===== config.mk =====
export PLATFORM = sky130hd
export DESIGN_NAME = remote_link_frame_engine_flat
export DESIGN_NICKNAME = d
export VERILOG_FILES = /design/src/rlfe_pkg.sv /design/src/rlfe_in_if.sv /design/src/rlfe_out_if.sv /design/src/rlfe_ram.sv /design/src/rlfe_ctrl.sv /design/src/rlfe_dp.sv /design/src/remote_link_frame_engine.sv /design/src/flat_wrapper.sv
export VERILOG_INCLUDE_DIRS = /design/src /design/src/src
export SDC_FILE = /design/constraint.sdc
export NUM_CORES = 2
export LEC_CHECK = 0
export ABC_AREA = 0
export BUFFER_PORTS_ARGS = -buffer_cell sky130_fd_sc_hd__buf_2
export CAP_MARGIN = 20
export CORE_UTILIZATION = 55
export DETAILED_ROUTE_END_ITERATION = 6
export GPL_TIMING_DRIVEN = 1
export PLACE_DENSITY = 0.7
export SKIP_CTS_REPAIR_TIMING = 1
export SLEW_MARGIN = 25
export SYNTH_ARGS = -nofsm -noshare
export SYNTH_HDL_FRONTEND = slang
export SYNTH_SLANG_ARGS = --single-unit
export TNS_END_PERCENT = 1

===== constraint.sdc =====
create_clock -name i_clk -period 33.4 [get_ports i_clk]
set_clock_uncertainty 0.1 [all_clocks]
set_input_delay 3.34 -clock i_clk [delete_from_list [all_inputs] [get_ports i_clk]]
set_output_delay 3.34 -clock i_clk [all_outputs]
set_load 0.02 [all_outputs]

===== src/remote_link_frame_engine_macros.svh =====
// Assertion helpers used by the engine's datapath.
`ifndef REMOTE_LINK_FRAME_ENGINE_MACROS_SVH
`define REMOTE_LINK_FRAME_ENGINE_MACROS_SVH

// Condition that must hold at every clock edge out of reset.
`define RLFE_ASSERT_ALWAYS(label, expr, msg) \
    label: assert property (@(posedge i_clk) disable iff (!i_rst_n) (expr)) \
        else $error(msg);

// Cause in one cycle implies an effect in the next.
`define RLFE_ASSERT_NEXT(label, ante, cons, msg) \
    label: assert property (@(posedge i_clk) disable iff (!i_rst_n) (ante) |=> (cons)) \
        else $error(msg);

`endif


===== src/rlfe_pkg.sv =====
`timescale 1ns / 1ps
package rlfe_pkg;

    localparam int unsigned QUEUE_DEPTH_DEF = 16;
    localparam int unsigned MAX_PAYLOAD_DEF = 10;
    localparam int unsigned PAYLOAD_BITS    = 80;

    localparam logic [1:0] KIND_TICK = 2'd0;
    localparam logic [1:0] KIND_RX   = 2'd1;
    localparam logic [1:0] KIND_HOST = 2'd2;

    localparam logic [7:0] BYTE_RTS       = 8'hF0;
    localparam logic [7:0] BYTE_CTS       = 8'hF8;
    localparam logic [7:0] BYTE_ACK       = 8'hFA;
    localparam logic [7:0] BYTE_ACK_ODD   = 8'hFB;
    localparam logic [7:0] BYTE_SOF       = 8'hFD;
    localparam logic [7:0] BYTE_EOF       = 8'hFE;
    localparam logic [7:0] CODE_QUERY     = 8'h02;
    localparam logic [7:0] CODE_INIT      = 8'h80;
    localparam logic [7:0] CODE_ID        = 8'h82;
    localparam logic [7:0] CODE_KEYS      = 8'h84;
    localparam logic [7:0] QUERY_ARG_KEYS = 8'h01;
    localparam logic [7:0] PHASE_MASK     = 8'hFE;

    typedef enum logic [2:0] {
        FAULT_NONE       = 3'd0,
        FAULT_UNEXP_ACK  = 3'd1,
        FAULT_ACK_PHASE  = 3'd2,
        FAULT_NO_END     = 3'd3,
        FAULT_QUEUE_FULL = 3'd4
    } t_fault;

    typedef enum logic [2:0] {
        PS_IDLE = 3'd0,
        PS_CODE = 3'd1,
        PS_ARG  = 3'd2,
        PS_CHK  = 3'd3,
        PS_END  = 3'd4,
        PS_SKIP = 3'd5
    } t_parse;

    typedef enum logic [2:0] {
        SRC_NONE,
        SRC_HOST,
        SRC_INIT,
        SRC_ID,
        SRC_KEYS
    } t_push_src;

    typedef enum logic [2:0] {
        EM_SINGLE,
        EM_SOF,
        EM_CODE,
        EM_DATA,
        EM_CHECK,
        EM_EOF
    } t_emit_sel;

    typedef enum logic [3:0] {
        ST_IDLE,
        ST_DECODE,
        ST_PLAN,
        ST_PUSH_HDR,
        ST_PUSH_BYTE,
        ST_PUSH_END,
        ST_SEND_CHECK,
        ST_HDR_WAIT,
        ST_EMIT_SOF,
        ST_EMIT_CODE,
        ST_DATA_WAIT,
        ST_EMIT_DATA,
        ST_EMIT_CHECK,
        ST_EMIT_EOF,
        ST_FINAL
    } t_state;

    typedef struct packed {
        logic [1:0]  kind;
        logic        line_powered;
        logic [7:0]  rx_byte;
        logic [7:0]  cmd_code;
        logic [3:0]  cmd_len;
        logic [63:0] payload_low;
        logic [15:0] payload_high;
    } t_in_item;

    typedef struct packed {
        logic       tx_valid;
        logic [7:0] tx_byte;
        logic       last;
        logic       link_online;
        logic [2:0] fault;
        logic       rx_cmd_valid;
        logic [7:0] rx_cmd;
        logic [4:0] queue_level;
    } t_out_item;

    typedef struct packed {
        logic      decode;
        logic      push_hdr;
        logic      push_byte;
        logic      push_end;
        logic      rts_req;
        logic      emit;
        t_emit_sel emit_sel;
    } t_dp_cmd;

    typedef struct packed {
        t_push_src push_src;
        logic      plan_send;
        logic      push_stop;
        logic      push_idx_last;
        logic      send_skip;
        logic      cts;
        logic      frame_empty;
        logic      frame_idx_last;
        logic      out_free;
    } t_dp_status;

endpackage


===== src/rlfe_in_if.sv =====
`timescale 1ns / 1ps
interface rlfe_in_if import rlfe_pkg::*; ();
    logic     valid;
    logic     ready;
    t_in_item data;

    modport source (output valid, output data, input ready);
    modport sink (input valid, input data, output ready);
endinterface


===== src/rlfe_out_if.sv =====
`timescale 1ns / 1ps
interface rlfe_out_if import rlfe_pkg::*; ();
    logic      valid;
    logic      ready;
    t_out_item data;

    modport source (output valid, output data, input ready);
    modport sink (input valid, input data, output ready);
endinterface


===== src/rlfe_ram.sv =====
`timescale 1ns / 1ps
module rlfe_ram #(
    parameter int unsigned WIDTH = 8,
    parameter int unsigned DEPTH = 16
) (
    input  logic                     i_clk,
    input  logic                     i_we,
    input  logic [$clog2(DEPTH)-1:0] i_waddr,
    input  logic [WIDTH-1:0]         i_wdata,
    input  logic [$clog2(DEPTH)-1:0] i_raddr,
    output logic [WIDTH-1:0]         o_rdata
);
    logic [WIDTH-1:0] r_mem [DEPTH];
    logic [WIDTH-1:0] r_rdata;

    always_ff @(posedge i_clk) begin
        if (i_we) begin
            r_mem[i_waddr] <= i_wdata;
        end
        r_rdata <= r_mem[i_raddr];
    end

    assign o_rdata = r_rdata;
endmodule


===== src/rlfe_ctrl.sv =====
`timescale 1ns / 1ps
module rlfe_ctrl import rlfe_pkg::*; (
    input  logic       i_clk,
    input  logic       i_rst_n,
    input  logic       i_in_valid,
    output logic       o_in_ready,
    input  t_dp_status i_status,
    output t_dp_cmd    o_cmd
);
    t_state r_state;
    t_state n_state;

    always_ff @(posedge i_clk) begin
        if (!i_rst_n) begin
            r_state <= ST_IDLE;
        end else begin
            r_state <= n_state;
        end
    end

    always_comb begin
        n_state = r_state;
        case (r_state)
            ST_IDLE: begin
                if (i_in_valid) n_state = ST_DECODE;
            end
            ST_DECODE: n_state = ST_PLAN;
            ST_PLAN: begin
                if (i_status.push_src != SRC_NONE) n_state = ST_PUSH_HDR;
                else if (i_status.plan_send)       n_state = ST_SEND_CHECK;
                else                               n_state = ST_FINAL;
            end
            ST_PUSH_HDR: n_state = i_status.push_stop ? ST_PUSH_END : ST_PUSH_BYTE;
            ST_PUSH_BYTE: begin
                if (i_status.push_idx_last) n_state = ST_PUSH_END;
            end
            ST_PUSH_END: n_state = ST_PLAN;
            ST_SEND_CHECK: begin
                if (i_status.send_skip || !i_status.cts) n_state = ST_FINAL;
                else                                     n_state = ST_HDR_WAIT;
            end
            ST_HDR_WAIT: n_state = ST_EMIT_SOF;
            ST_EMIT_SOF: begin
                if (i_status.out_free) n_state = ST_EMIT_CODE;
            end
            ST_EMIT_CODE: begin
                if (i_status.out_free) begin
                    n_state = i_status.frame_empty ? ST_EMIT_CHECK : ST_DATA_WAIT;
                end
            end
            ST_DATA_WAIT: n_state = ST_EMIT_DATA;
            ST_EMIT_DATA: begin
                if (i_status.out_free) begin
                    n_state = i_status.frame_idx_last ? ST_EMIT_CHECK : ST_DATA_WAIT;
                end
            end
            ST_EMIT_CHECK: begin
                if (i_status.out_free) n_state = ST_EMIT_EOF;
            end
            ST_EMIT_EOF: begin
                if (i_status.out_free) n_state = ST_IDLE;
            end
            ST_FINAL: begin
                if (i_status.out_free) n_state = ST_IDLE;
            end
            default: n_state = ST_IDLE;
        endcase
    end

    always_comb begin
        o_in_ready     = 1'b0;
        o_cmd          = '0;
        o_cmd.emit_sel = EM_SINGLE;
        case (r_state)
            ST_IDLE:       o_in_ready = 1'b1;
            ST_DECODE:     o_cmd.decode = 1'b1;
            ST_PUSH_HDR:   o_cmd.push_hdr = 1'b1;
            ST_PUSH_BYTE:  o_cmd.push_byte = 1'b1;
            ST_PUSH_END:   o_cmd.push_end = 1'b1;
            ST_SEND_CHECK: o_cmd.rts_req = !i_status.send_skip && !i_status.cts;
            ST_EMIT_SOF: begin
                o_cmd.emit     = 1'b1;
                o_cmd.emit_sel = EM_SOF;
            end
            ST_EMIT_CODE: begin
                o_cmd.emit     = 1'b1;
                o_cmd.emit_sel = EM_CODE;
            end
            ST_EMIT_DATA: begin
                o_cmd.emit     = 1'b1;
                o_cmd.emit_sel = EM_DATA;
            end
            ST_EMIT_CHECK: begin
                o_cmd.emit     = 1'b1;
                o_cmd.emit_sel = EM_CHECK;
            end
            ST_EMIT_EOF: begin
                o_cmd.emit     = 1'b1;
                o_cmd.emit_sel = EM_EOF;
            end
            ST_FINAL: begin
                o_cmd.emit     = 1'b1;
                o_cmd.emit_sel = EM_SINGLE;
            end
            default: o_in_ready = 1'b0;
        endcase
    end
endmodule


===== src/rlfe_dp.sv =====
`timescale 1ns / 1ps
`include "remote_link_frame_engine_macros.svh"
module rlfe_dp import rlfe_pkg::*; #(
    parameter int unsigned QUEUE_DEPTH = QUEUE_DEPTH_DEF,
    parameter int unsigned MAX_PAYLOAD = MAX_PAYLOAD_DEF
) (
    input  logic       i_clk,
    input  logic       i_rst_n,
    input  logic       i_in_accept,
    input  t_in_item   i_in_data,
    input  logic       i_out_ready,
    output logic       o_out_valid,
    output t_out_item  o_out_data,
    input  t_dp_cmd    i_cmd,
    output t_dp_status o_status
);
    localparam int unsigned PW  = $clog2(QUEUE_DEPTH);
    localparam int unsigned CW  = $clog2(QUEUE_DEPTH + 1);
    localparam int unsigned IW  = $clog2(MAX_PAYLOAD);
    localparam int unsigned PAD = QUEUE_DEPTH * MAX_PAYLOAD;
    localparam int unsigned PAW = $clog2(PAD);

    function automatic logic [7:0] id_byte(input logic [IW-1:0] idx);
        logic [7:0] b;
        case (idx)
            IW'(0):  b = 8'h01;
            IW'(1):  b = 8'hA8;
            IW'(2):  b = 8'h00;
            IW'(3):  b = 8'h47;
            default: b = 8'h00;
        endcase
        return b;
    endfunction

    t_in_item   r_item;
    logic       r_online, n_online;
    logic       r_rts, n_rts;
    logic       r_cts, n_cts;
    logic       r_await, n_await;
    logic       r_rx_phase, n_rx_phase;
    logic       r_tx_phase, n_tx_phase;
    t_parse     r_parse, n_parse;
    logic [PW-1:0] r_head, n_head;
    logic [PW-1:0] r_tail, n_tail;
    logic [CW-1:0] r_count, n_count;
    t_fault     r_fault, n_fault;
    logic       r_cmd_valid, n_cmd_valid;
    logic [7:0] r_cmd, n_cmd;
    t_push_src  r_push_src, n_push_src;
    logic       r_plan_send, n_plan_send;
    logic       r_emit1_v, n_emit1_v;
    logic [7:0] r_emit1_byte, n_emit1_byte;
    logic       r_push_ok, n_push_ok;
    logic [IW-1:0] r_idx, n_idx;
    logic [7:0] r_ck, n_ck;
    logic [3:0] r_flen, n_flen;
    logic       r_out_valid, n_out_valid;
    t_out_item  r_out, n_out;

    logic [PAYLOAD_BITS-1:0] w_payload;
    logic [3:0]  w_plen;
    logic [7:0]  w_pcode;
    logic [7:0]  w_pbyte;
    logic        w_full;
    logic        w_out_free;
    logic [7:0]  w_rx;
    logic [7:0]  w_ack;
    logic [11:0] w_hdr_rdata;
    logic [7:0]  w_pay_rdata;
    logic [PAW-1:0] w_pay_waddr;
    logic [PAW-1:0] w_pay_raddr;
    logic [PW-1:0]  w_head_next;
    logic [PW-1:0]  w_tail_next;

    assign w_payload  = {r_item.payload_high, r_item.payload_low};
    assign w_full     = (r_count >= CW'(QUEUE_DEPTH));
    assign w_out_free = !r_out_valid || i_out_ready;
    assign w_rx       = r_item.rx_byte;
    assign w_ack      = BYTE_ACK | {7'd0, r_rx_phase};
    assign w_head_next = (r_head == PW'(QUEUE_DEPTH - 1)) ? '0 : r_head + PW'(1);
    assign w_tail_next = (r_tail == PW'(QUEUE_DEPTH - 1)) ? '0 : r_tail + PW'(1);

    // Length, code and bytes of the command being written to the queue.
    always_comb begin
        w_plen  = 4'd0;
        w_pcode = 8'd0;
        w_pbyte = 8'd0;
        case (r_push_src)
            SRC_HOST: begin
                w_plen  = (r_item.cmd_len > 4'(MAX_PAYLOAD)) ? 4'(MAX_PAYLOAD)
                                                             : r_item.cmd_len;
                w_pcode = r_item.cmd_code;
                w_pbyte = w_payload[r_idx * 8 +: 8];
            end
            SRC_INIT: begin
                w_plen  = 4'd3;
                w_pcode = CODE_INIT;
                w_pbyte = 8'h01;
            end
            SRC_ID: begin
                w_plen  = 4'd4;
                w_pcode = CODE_ID;
                w_pbyte = id_byte(r_idx);
            end
            SRC_KEYS: begin
                w_plen  = 4'd2;
                w_pcode = CODE_KEYS;
                w_pbyte = 8'h00;
            end
            default: w_plen = 4'd0;
        endcase
    end

    assign w_pay_waddr = PAW'(PAW'(r_tail) * PAW'(MAX_PAYLOAD) + PAW'(r_idx));
    assign w_pay_raddr = PAW'(PAW'(r_head) * PAW'(MAX_PAYLOAD) + PAW'(r_idx));

    rlfe_ram #(
        .WIDTH (12),
        .DEPTH (QUEUE_DEPTH)
    ) u_hdr_ram (
        .i_clk   (i_clk),
        .i_we    (i_cmd.push_hdr && !w_full),
        .i_waddr (r_tail),
        .i_wdata ({w_pcode, w_plen}),
        .i_raddr (r_head),
        .o_rdata (w_hdr_rdata)
    );

    rlfe_ram #(
        .WIDTH (8),
        .DEPTH (PAD)
    ) u_pay_ram (
        .i_clk   (i_clk),
        .i_we    (i_cmd.push_byte),
        .i_waddr (w_pay_waddr),
        .i_wdata (w_pbyte),
        .i_raddr (w_pay_raddr),
        .o_rdata (w_pay_rdata)
    );

    always_comb begin
        n_online     = r_online;
        n_rts        = r_rts;
        n_cts        = r_cts;
        n_await      = r_await;
        n_rx_phase   = r_rx_phase;
        n_tx_phase   = r_tx_phase;
        n_parse      = r_parse;
        n_head       = r_head;
        n_tail       = r_tail;
        n_count      = r_count;
        n_fault      = r_fault;
        n_cmd_valid  = r_cmd_valid;
        n_cmd        = r_cmd;
        n_push_src   = r_push_src;
        n_plan_send  = r_plan_send;
        n_emit1_v    = r_emit1_v;
        n_emit1_byte = r_emit1_byte;
        n_push_ok    = r_push_ok;
        n_idx        = r_idx;
        n_ck         = r_ck;
        n_flen       = r_flen;
        n_out_valid  = r_out_valid;
        n_out        = r_out;

        if (i_cmd.decode) begin
            n_fault      = FAULT_NONE;
            n_cmd_valid  = 1'b0;
            n_cmd        = 8'd0;
            n_push_src   = SRC_NONE;
            n_plan_send  = 1'b0;
            n_emit1_v    = 1'b0;
            n_emit1_byte = 8'd0;
            case (r_item.kind)
                KIND_TICK: begin
                    if (r_item.line_powered) begin
                        if (!r_online) begin
                            n_online   = 1'b1;
                            n_rts      = 1'b0;
                            n_cts      = 1'b0;
                            n_await    = 1'b0;
                            n_parse    = PS_IDLE;
                            n_head     = '0;
                            n_tail     = '0;
                            n_count    = '0;
                            n_push_src = SRC_INIT;
                        end
                        n_plan_send = 1'b1;
                    end else begin
                        n_online = 1'b0;
                        n_rts    = 1'b0;
                        n_cts    = 1'b0;
                        n_await  = 1'b0;
                    end
                end
                KIND_RX: begin
                    case (r_parse)
                        PS_CODE: begin
                            n_rx_phase  = w_rx[0];
                            n_cmd_valid = 1'b1;
                            n_cmd       = w_rx;
                            n_parse     = ((w_rx & PHASE_MASK) == CODE_QUERY) ? PS_ARG
                                                                             : PS_SKIP;
                        end
                        PS_ARG: begin
                            if (w_rx == QUERY_ARG_KEYS) n_push_src = SRC_KEYS;
                            n_parse = PS_CHK;
                        end
                        PS_CHK: n_parse = PS_END;
                        PS_END: begin
                            if (w_rx != BYTE_EOF) n_fault = FAULT_NO_END;
                            n_emit1_v    = 1'b1;
                            n_emit1_byte = w_ack;
                            n_rts        = 1'b0;
                            n_parse      = PS_IDLE;
                        end
                        PS_SKIP: begin
                            if (w_rx == BYTE_EOF) begin
                                n_emit1_v    = 1'b1;
                                n_emit1_byte = w_ack;
                                n_rts        = 1'b0;
                                n_parse      = PS_IDLE;
                            end
                        end
                        default: begin
                            n_parse = PS_IDLE;
                            if (w_rx == BYTE_RTS) begin
                                n_rts        = 1'b1;
                                n_emit1_v    = 1'b1;
                                n_emit1_byte = BYTE_CTS;
                            end else if (w_rx == BYTE_CTS) begin
                                n_cts = 1'b1;
                            end else if (w_rx == BYTE_ACK || w_rx == BYTE_ACK_ODD) begin
                                n_cts = 1'b0;
                                if (!r_await) begin
                                    n_fault = FAULT_UNEXP_ACK;
                                end else begin
                                    n_await = 1'b0;
                                    if (r_count != '0) begin
                                        n_head  = w_head_next;
                                        n_count = r_count - CW'(1);
                                    end
                                    if (w_rx[0] != r_tx_phase) n_fault = FAULT_ACK_PHASE;
                                    else                       n_tx_phase = !r_tx_phase;
                                end
                            end else if (w_rx == BYTE_SOF) begin
                                n_parse = PS_CODE;
                            end
                        end
                    endcase
                end
                KIND_HOST: n_push_src = SRC_HOST;
                default:   n_plan_send = 1'b0;
            endcase
        end

        if (i_cmd.push_hdr) begin
            n_idx = '0;
            if (w_full) begin
                n_fault   = FAULT_QUEUE_FULL;
                n_push_ok = 1'b0;
            end else begin
                n_push_ok = 1'b1;
            end
        end

        if (i_cmd.push_byte) begin
            n_idx = r_idx + IW'(1);
        end

        if (i_cmd.push_end) begin
            if (r_push_ok) begin
                n_tail  = w_tail_next;
                n_count = r_count + CW'(1);
            end
            n_push_src = (r_push_src == SRC_INIT) ? SRC_ID : SRC_NONE;
        end

        if (i_cmd.rts_req) begin
            n_emit1_v    = 1'b1;
            n_emit1_byte = BYTE_RTS;
        end

        if (r_out_valid && i_out_ready) n_out_valid = 1'b0;

        if (i_cmd.emit && w_out_free) begin
            n_out_valid        = 1'b1;
            n_out.tx_valid     = 1'b1;
            n_out.tx_byte      = 8'd0;
            n_out.last         = 1'b0;
            n_out.link_online  = r_online;
            n_out.fault        = r_fault;
            n_out.rx_cmd_valid = r_cmd_valid;
            n_out.rx_cmd       = r_cmd;
            n_out.queue_level  = 5'(r_count);
            case (i_cmd.emit_sel)
                EM_SINGLE: begin
                    n_out.tx_valid = r_emit1_v;
                    n_out.tx_byte  = r_emit1_v ? r_emit1_byte : 8'd0;
                    n_out.last     = 1'b1;
                end
                EM_SOF: begin
                    n_out.tx_byte = BYTE_SOF;
                    n_ck          = w_hdr_rdata[11:4] | {7'd0, r_tx_phase};
                    n_flen        = (w_hdr_rdata[3:0] > 4'(MAX_PAYLOAD)) ? 4'(MAX_PAYLOAD)
                                                                         : w_hdr_rdata[3:0];
                    n_idx         = '0;
                end
                EM_CODE: n_out.tx_byte = r_ck;
                EM_DATA: begin
                    n_out.tx_byte = w_pay_rdata;
                    n_ck          = r_ck ^ w_pay_rdata;
                    n_idx         = r_idx + IW'(1);
                end
                EM_CHECK: n_out.tx_byte = r_ck;
                EM_EOF: begin
                    n_out.tx_byte = BYTE_EOF;
                    n_out.last    = 1'b1;
                    n_await       = 1'b1;
                    n_rts         = 1'b0;
                end
                default: n_out.tx_valid = 1'b0;
            endcase
        end
    end

    always_ff @(posedge i_clk) begin
        if (!i_rst_n) begin
            r_online     <= 1'b0;
            r_rts        <= 1'b0;
            r_cts        <= 1'b0;
            r_await      <= 1'b0;
            r_rx_phase   <= 1'b0;
            r_tx_phase   <= 1'b0;
            r_parse      <= PS_IDLE;
            r_head       <= '0;
            r_tail       <= '0;
            r_count      <= '0;
            r_fault      <= FAULT_NONE;
            r_cmd_valid  <= 1'b0;
            r_cmd        <= 8'd0;
            r_push_src   <= SRC_NONE;
            r_plan_send  <= 1'b0;
            r_emit1_v    <= 1'b0;
            r_emit1_byte <= 8'd0;
            r_push_ok    <= 1'b0;
            r_idx        <= '0;
            r_flen       <= 4'd0;
            r_out_valid  <= 1'b0;
        end else begin
            r_online     <= n_online;
            r_rts        <= n_rts;
            r_cts        <= n_cts;
            r_await      <= n_await;
            r_rx_phase   <= n_rx_phase;
            r_tx_phase   <= n_tx_phase;
            r_parse      <= n_parse;
            r_head       <= n_head;
            r_tail       <= n_tail;
            r_count      <= n_count;
            r_fault      <= n_fault;
            r_cmd_valid  <= n_cmd_valid;
            r_cmd        <= n_cmd;
            r_push_src   <= n_push_src;
            r_plan_send  <= n_plan_send;
            r_emit1_v    <= n_emit1_v;
            r_emit1_byte <= n_emit1_byte;
            r_push_ok    <= n_push_ok;
            r_idx        <= n_idx;
            r_flen       <= n_flen;
            r_out_valid  <= n_out_valid;
        end
    end

    always_ff @(posedge i_clk) begin
        if (i_in_accept) r_item <= i_in_data;
        r_ck  <= n_ck;
        r_out <= n_out;
    end

    assign o_out_valid = r_out_valid;
    assign o_out_data  = r_out;

    always_comb begin
        o_status                = '0;
        o_status.push_src       = r_push_src;
        o_status.plan_send      = r_plan_send;
        o_status.push_stop      = w_full || (w_plen == 4'd0);
        o_status.push_idx_last  = (4'(r_idx) + 4'd1) == w_plen;
        o_status.send_skip      = (r_count == '0) || r_rts || r_await;
        o_status.cts            = r_cts;
        o_status.frame_empty    = (r_flen == 4'd0);
        o_status.frame_idx_last = (4'(r_idx) + 4'd1) == r_flen;
        o_status.out_free       = w_out_free;
    end

    `RLFE_ASSERT_ALWAYS(a_count_bound, r_count <= CW'(QUEUE_DEPTH), "queue count above depth")
    `RLFE_ASSERT_ALWAYS(a_empty_ptrs, (r_count != '0) || (r_head == r_tail), "empty queue with pointers apart")
    `RLFE_ASSERT_NEXT(a_eof_awaits, i_cmd.emit && (i_cmd.emit_sel == EM_EOF) && w_out_free, r_await, "frame sent without awaiting ack")
endmodule


===== src/remote_link_frame_engine.sv =====
`timescale 1ns / 1ps
// Link engine for a half-duplex remote serial protocol. Each input transfer is a
// tick (carrying the line-power bit), a byte received from the partner, or a
// command the host wants queued; each item yields one or more output transfers,
// the final one marked by last, and every output of an item carries the link
// status after that item. A tick that brings the line up resets the link and
// queues an init and an id command; an online tick then sends RTS, or the head
// command as a frame (FD, code with phase bit, payload, XOR checksum, FE).
// Received bytes drive a small parser that answers RTS with CTS, retires the
// head command on a phase-checked ACK and acknowledges incoming frames.
// Items are handled one at a time by a controller state machine sequencing a
// datapath; the queue lives in two single-port-read RAMs (header and payload).
// Sequence per item: a status-only item is decoded, planned and given a final emit;
// sending RTS adds a send check; each enqueue adds a header write, the byte writes,
// a tail update and a fresh plan; a frame replaces the final emit with a header
// read wait and the frame bytes, and every payload byte waits for the registered
// payload RAM read. Output stalls hold the sequence; the next input is taken in
// the cycle after the last output is loaded into the output register.
module remote_link_frame_engine import rlfe_pkg::*; #(
    parameter int unsigned QUEUE_DEPTH = QUEUE_DEPTH_DEF,
    parameter int unsigned MAX_PAYLOAD = MAX_PAYLOAD_DEF
) (
    input  logic            i_clk,
    input  logic            i_rst_n,
    rlfe_in_if.sink         i_in,
    rlfe_out_if.source      o_out
);
    t_dp_cmd    w_cmd;
    t_dp_status w_status;
    logic       w_in_ready;

    // Controller owns sequencing: accept, decode, queue writes, frame emission.
    rlfe_ctrl u_ctrl (
        .i_clk      (i_clk),
        .i_rst_n    (i_rst_n),
        .i_in_valid (i_in.valid),
        .o_in_ready (w_in_ready),
        .i_status   (w_status),
        .o_cmd      (w_cmd)
    );

    // Datapath holds link flags, parser, queue and the output register.
    rlfe_dp #(
        .QUEUE_DEPTH (QUEUE_DEPTH),
        .MAX_PAYLOAD (MAX_PAYLOAD)
    ) u_dp (
        .i_clk       (i_clk),
        .i_rst_n     (i_rst_n),
        .i_in_accept (i_in.valid && w_in_ready),
        .i_in_data   (i_in.data),
        .i_out_ready (o_out.ready),
        .o_out_valid (o_out.valid),
        .o_out_data  (o_out.data),
        .i_cmd       (w_cmd),
        .o_status    (w_status)
    );

    assign i_in.ready = w_in_ready;
endmodule


===== src/flat_wrapper.sv =====
// flat-port wrapper written by rule: the top's interface ports become plain ports
module remote_link_frame_engine_flat import rlfe_pkg::*;
#(
    parameter int unsigned QUEUE_DEPTH = QUEUE_DEPTH_DEF,
    parameter int unsigned MAX_PAYLOAD = MAX_PAYLOAD_DEF
)
  (i_clk, i_rst_n, i_in_valid, i_in_data, i_in_ready, o_out_valid, o_out_data, o_out_ready);
  rlfe_in_if i_in_i ();
  rlfe_out_if o_out_i ();
  input  logic i_clk;
  input  logic i_rst_n;
  input wire logic [$bits(i_in_i.valid)-1:0] i_in_valid;
  input wire logic [$bits(i_in_i.data)-1:0] i_in_data;
  output wire logic [$bits(i_in_i.ready)-1:0] i_in_ready;
  output wire logic [$bits(o_out_i.valid)-1:0] o_out_valid;
  output wire logic [$bits(o_out_i.data)-1:0] o_out_data;
  input wire logic [$bits(o_out_i.ready)-1:0] o_out_ready;
  assign i_in_i.valid = i_in_valid;
  assign i_in_i.data = i_in_data;
  assign i_in_ready = i_in_i.ready;
  assign o_out_valid = o_out_i.valid;
  assign o_out_data = o_out_i.data;
  assign o_out_i.ready = o_out_ready;
  remote_link_frame_engine #(.QUEUE_DEPTH(QUEUE_DEPTH), .MAX_PAYLOAD(MAX_PAYLOAD)) u_core (.i_clk(i_clk), .i_rst_n(i_rst_n), .i_in(i_in_i), .o_out(o_out_i));
endmodule

==> impl_metrics.tcl <==
set metrics [dict create \
    synth_seq_cells 1688 \
    io_buffers 136 \
    ios 137 \
    die_h_um 351 \
    power_density_nw_per_um2 66.2 \
    die-area_um2 123000 \
    drive_gt1_share_pct 23.2 \
    period_minus_slack_ns 5.70 \
    worstMarginPinSlew_ns 1.09 \
    cts_root_buffer "clkbuf_16" \
    cts_tree "yes" \
    critPathTopFamily "simple AND/OR/NAND/NOR gates" \
    finalSetupTns_ns 0 \
    rsz0062_at_grt "no" \
    cts.clk_slew.worst_paths_ns 0.06 \
    critPathLaunchType "flop" \
    synth_cell_type_count 78 \
    dpl.hpwl_um 95600 \
    p_leak_nw 23.5 \
    worst_setup_path_end_kind "output port" \
    synthFlopType "edfxtp_1" \
    cpMaxStageDelayCell "nor4_1" \
    synth_area_um2 66900 \
    hold_viol_final 0 \
    areaGrowthSynthToFinish_pct 11.9 \
    fin_crit_sh_pct 17.1 \
    dr.pass1.iters 5 \
    crit_fanout 22 \
    max_cap_violations 0 \
    wirelength_um 161000 \
    remaining_drc_errors 0 \
    nets 3888 \
    num_rows 127 \
    first_global_vias 34800 \
    place_ws_ns 28.01 \
    fillers 8217 \
    worst_slack_ns 27.70 \
    arrival_ns 2.26 \
    grt_antenna_before_repair 4 \
    grt_max_degree 128 \
    max_freq_mhz 175 \
    hp-class "reg -> reg" \
    grt_pass1_wl_um 235000 \
    drt-initial-drc-count 4798 \
    synthCells 3564 \
    required_ns 29.96 \
    viasPerCell 6.44 \
    core_area_um2 120000 \
    async_flop_share_pct 0 \
    clock_latency_ns 0.81 \
    path_cells "nor4_1 > buf_2" \
    setup_violations 0 \
    synth-edff-count 1611 \
    cts_htree_levels 4 \
    syn_avg_cell_area_um2 18.8 \
    drv_slew 0 \
    grt_overflow_total 0 \
    vdd_drop_max_v 0.0000577 \
    ant_nets 0 \
    cts.sinks 1688 \
    dieWidth_um 351 \
    cpPeakStageDelay_ns 0.65 \
    status "completed" \
    start_util_pct 55.6 \
    wl_per_cell_um 29.3 \
    gp_congestion 0.887 \
    ys_seq_area_share_pct 74.7 \
    syn-num-nets 3699 \
    grt_usage_pct 26.6 \
    crit_buf_inv 1 \
    via_count 35500 \
    antenna_cells 0 \
    cts_buffers 167 \
    slew_headroom_pct 27.2 \
    cts_buffer_depth 3 \
    criticalPathCategory "reg -> out" \
    yosys_warnings 0 \
]
-- cell type report --
class                           count  area, µm²  share of cell area (%)
Multi-Input combinational cell   1655      16100                    21.5
Clock inverter                     92        863                    1.15
Sequential cell                  1688      49900                    66.7
Tap cell                         1612       2020                    2.70
Clock buffer                      217       4480                    5.99
Inverter                           24       90.1                   0.120
Timing Repair Buffer              217       1390                    1.85
-- power by group --
part / switching (mW) / total [mW] / internal [mW] / leakage [nW]
combinational: 0.389 / 0.651 / 0.261 / 5.43
clock: 0.796 / 1.83 / 1.04 / 2.59
sequential: 0.0446 / 2.47 / 2.43 / 15.5
-- worst paths after layout --
path	from	to	slack (ns)	depth (start not counted)
max	u_core.u_ctrl.r_state[0]$_SDFFE_PN0P_	i_in_ready	27.70	2
min	u_core.u_dp.r_fault[2]$_SDFF_PN0_	u_core.u_dp.o_out_data[16]$_DFFE_PP_	0.33	0
max reg2reg	u_core.u_dp.r_head[1]$_SDFFE_PN0P_	u_core.u_dp.u_pay_ram.o_rdata[7]$_DFF_P_	27.85	12
min reg2reg	u_core.u_dp.r_fault[2]$_SDFF_PN0_	u_core.u_dp.o_out_data[16]$_DFFE_PP_	0.33	0
-- kinds of logic (layout without fill, tap and decap cells) --
kind of cell / count (synthesis) / in the layout / synth area share (%)
adder cells (fa/ha/maj): 28 / 28 / 0.569
AND/OR/NAND/NOR: 823 / 823 / 5.35
XOR/XNOR: 25 / 25 / 0.328
AO/OA/AOI/OAI: 335 / 335 / 3.44
buffers and inverters: 221 / 550 / 1.62
multiplexers: 444 / 444 / 14.0
flip-flops: 1688 / 1688 / 74.7
-- metal layers --
layer / share of wire, % / track usage, % / vias up / wire length (µm)
li1: - / - / 14800 / -
met3: 10 / 5.83 / 309 / 16700
met1: 40 / 38.5 / 18300 / 64700
met2: 47 / 40.8 / 1999 / 75500
met5: 0.017 / 0 / - / 27
met4: 2.9 / 8.31 / 4 / 4650
-- state kept, by name, indices dropped and copies added, names as in the netlist, 3 cells and up --
signal and count:
u_core.u_dp.u_hdr_ram.r_mem 192, u_core.u_dp.r_ck 8, u_core.u_dp.r_flen 4, u_core.u_dp.r_push_src 3, u_core.u_dp.r_item 95, u_core.u_dp.u_pay_ram.o_rdata 8, u_core.u_dp.r_count 5, u_core.u_ctrl.r_state 4
u_core.u_dp.r_fault 3, u_core.u_dp.r_head 4, u_core.u_dp.r_cmd 8, u_core.u_dp.r_emit1_byte 4, u_core.u_dp.r_parse 3, u_core.u_dp.u_hdr_ram.o_rdata 12, u_core.u_dp.r_idx 4, u_core.u_dp.w_rx 8
u_core.u_dp.u_pay_ram.r_mem 1280, u_core.u_dp.o_out_data 28, u_core.u_dp.r_tail 4
-- metrics by stage --
step                hold slack [ns]  area, µm²  util (%)  instances  power, mW
floorplan                     0.308      66900         -       3564       2.98
global placement              0.312      69300      57.6       5190       3.15
detailed placement            0.317      69400      57.7       5194       3.16
CTS                           0.331      74800      62.1       5503       4.97
global route                  0.335      74800      62.2       5505       5.10
finish                        0.331      74800      62.2       5505       4.96
-- layout by cell type, fill, tap and decap left out, types with 7 or more instances in the layout --
| master | Yosys | final |
|---|---|---|
| a211oi_1 | 9 | 9 |
| a21o_1 | 9 | 9 |
| a21oi_1 | 77 | 76 |
| a22oi_1 | 32 | 32 |
| a311oi_1 | 17 | 17 |
| a31oi_1 | 37 | 37 |
| a32oi_1 | 13 | 13 |
| and2_1 | 19 | 18 |
| and3_1 | 14 | 14 |
| buf_2 | 53 | 137 |
| buf_4 | 32 | 70 |
| bufinv_16 | 0 | 11 |
| clkbuf_1 | 88 | 42 |
| clkbuf_16 | 0 | 170 |
| clkinv_1 | 2 | 35 |
| clkinv_2 | 0 | 25 |
| clkinv_8 | 0 | 9 |
| dfxtp_1 | 77 | 74 |
| edfxtp_1 | 1611 | 1611 |
| ha_1 | 24 | 23 |
| inv_1 | 22 | 22 |
| mux2_2 | 11 | 11 |
| mux2i_1 | 39 | 39 |
| mux4_2 | 393 | 393 |
| nand2_1 | 289 | 284 |
| nand2b_1 | 14 | 14 |
| nand3_1 | 79 | 79 |
| nand4_1 | 28 | 28 |
| nor2_1 | 298 | 284 |
| nor2_2 | 0 | 9 |
| nor2b_1 | 17 | 17 |
| nor3_1 | 37 | 31 |
| nor3_2 | 1 | 7 |
| nor4_1 | 7 | 7 |
| o2111ai_1 | 9 | 9 |
| o21ai_0 | 49 | 48 |
| o22ai_1 | 9 | 9 |
| o32ai_1 | 7 | 7 |
| xnor2_1 | 17 | 16 |
| xor2_1 | 8 | 7 |
-- cell usage after synthesis, drive strengths merged (8+ instances only) --
library cell / count / area share [%]
o31ai: 9 / 0.11
nand2: 289 / 1.6
mux2: 12 / 0.20
a311oi: 17 / 0.22
o21ai: 50 / 0.37
a21o: 9 / 0.10
nor2: 298 / 1.7
a32oi: 13 / 0.17
xnor2: 17 / 0.22
a22oi: 32 / 0.36
mux2i: 39 / 0.58
a21oi: 77 / 0.58
nor2b: 17 / 0.16
a31oi: 37 / 0.35
nor3: 38 / 0.29
buf: 108 / 0.99
and3: 15 / 0.15
nand4: 28 / 0.26
a211oi: 10 / 0.12
clkbuf: 89 / 0.50
o2111ai: 9 / 0.12
edfxtp: 1611 / 72
dfxtp: 77 / 2.3
nand3: 79 / 0.59
ha: 24 / 0.45
nand2b: 14 / 0.13
inv: 22 / 0.12
mux4: 393 / 13
o22ai: 9 / 0.084
and2: 20 / 0.19
xor2: 8 / 0.10
Power figures use the tool's default switching activity.
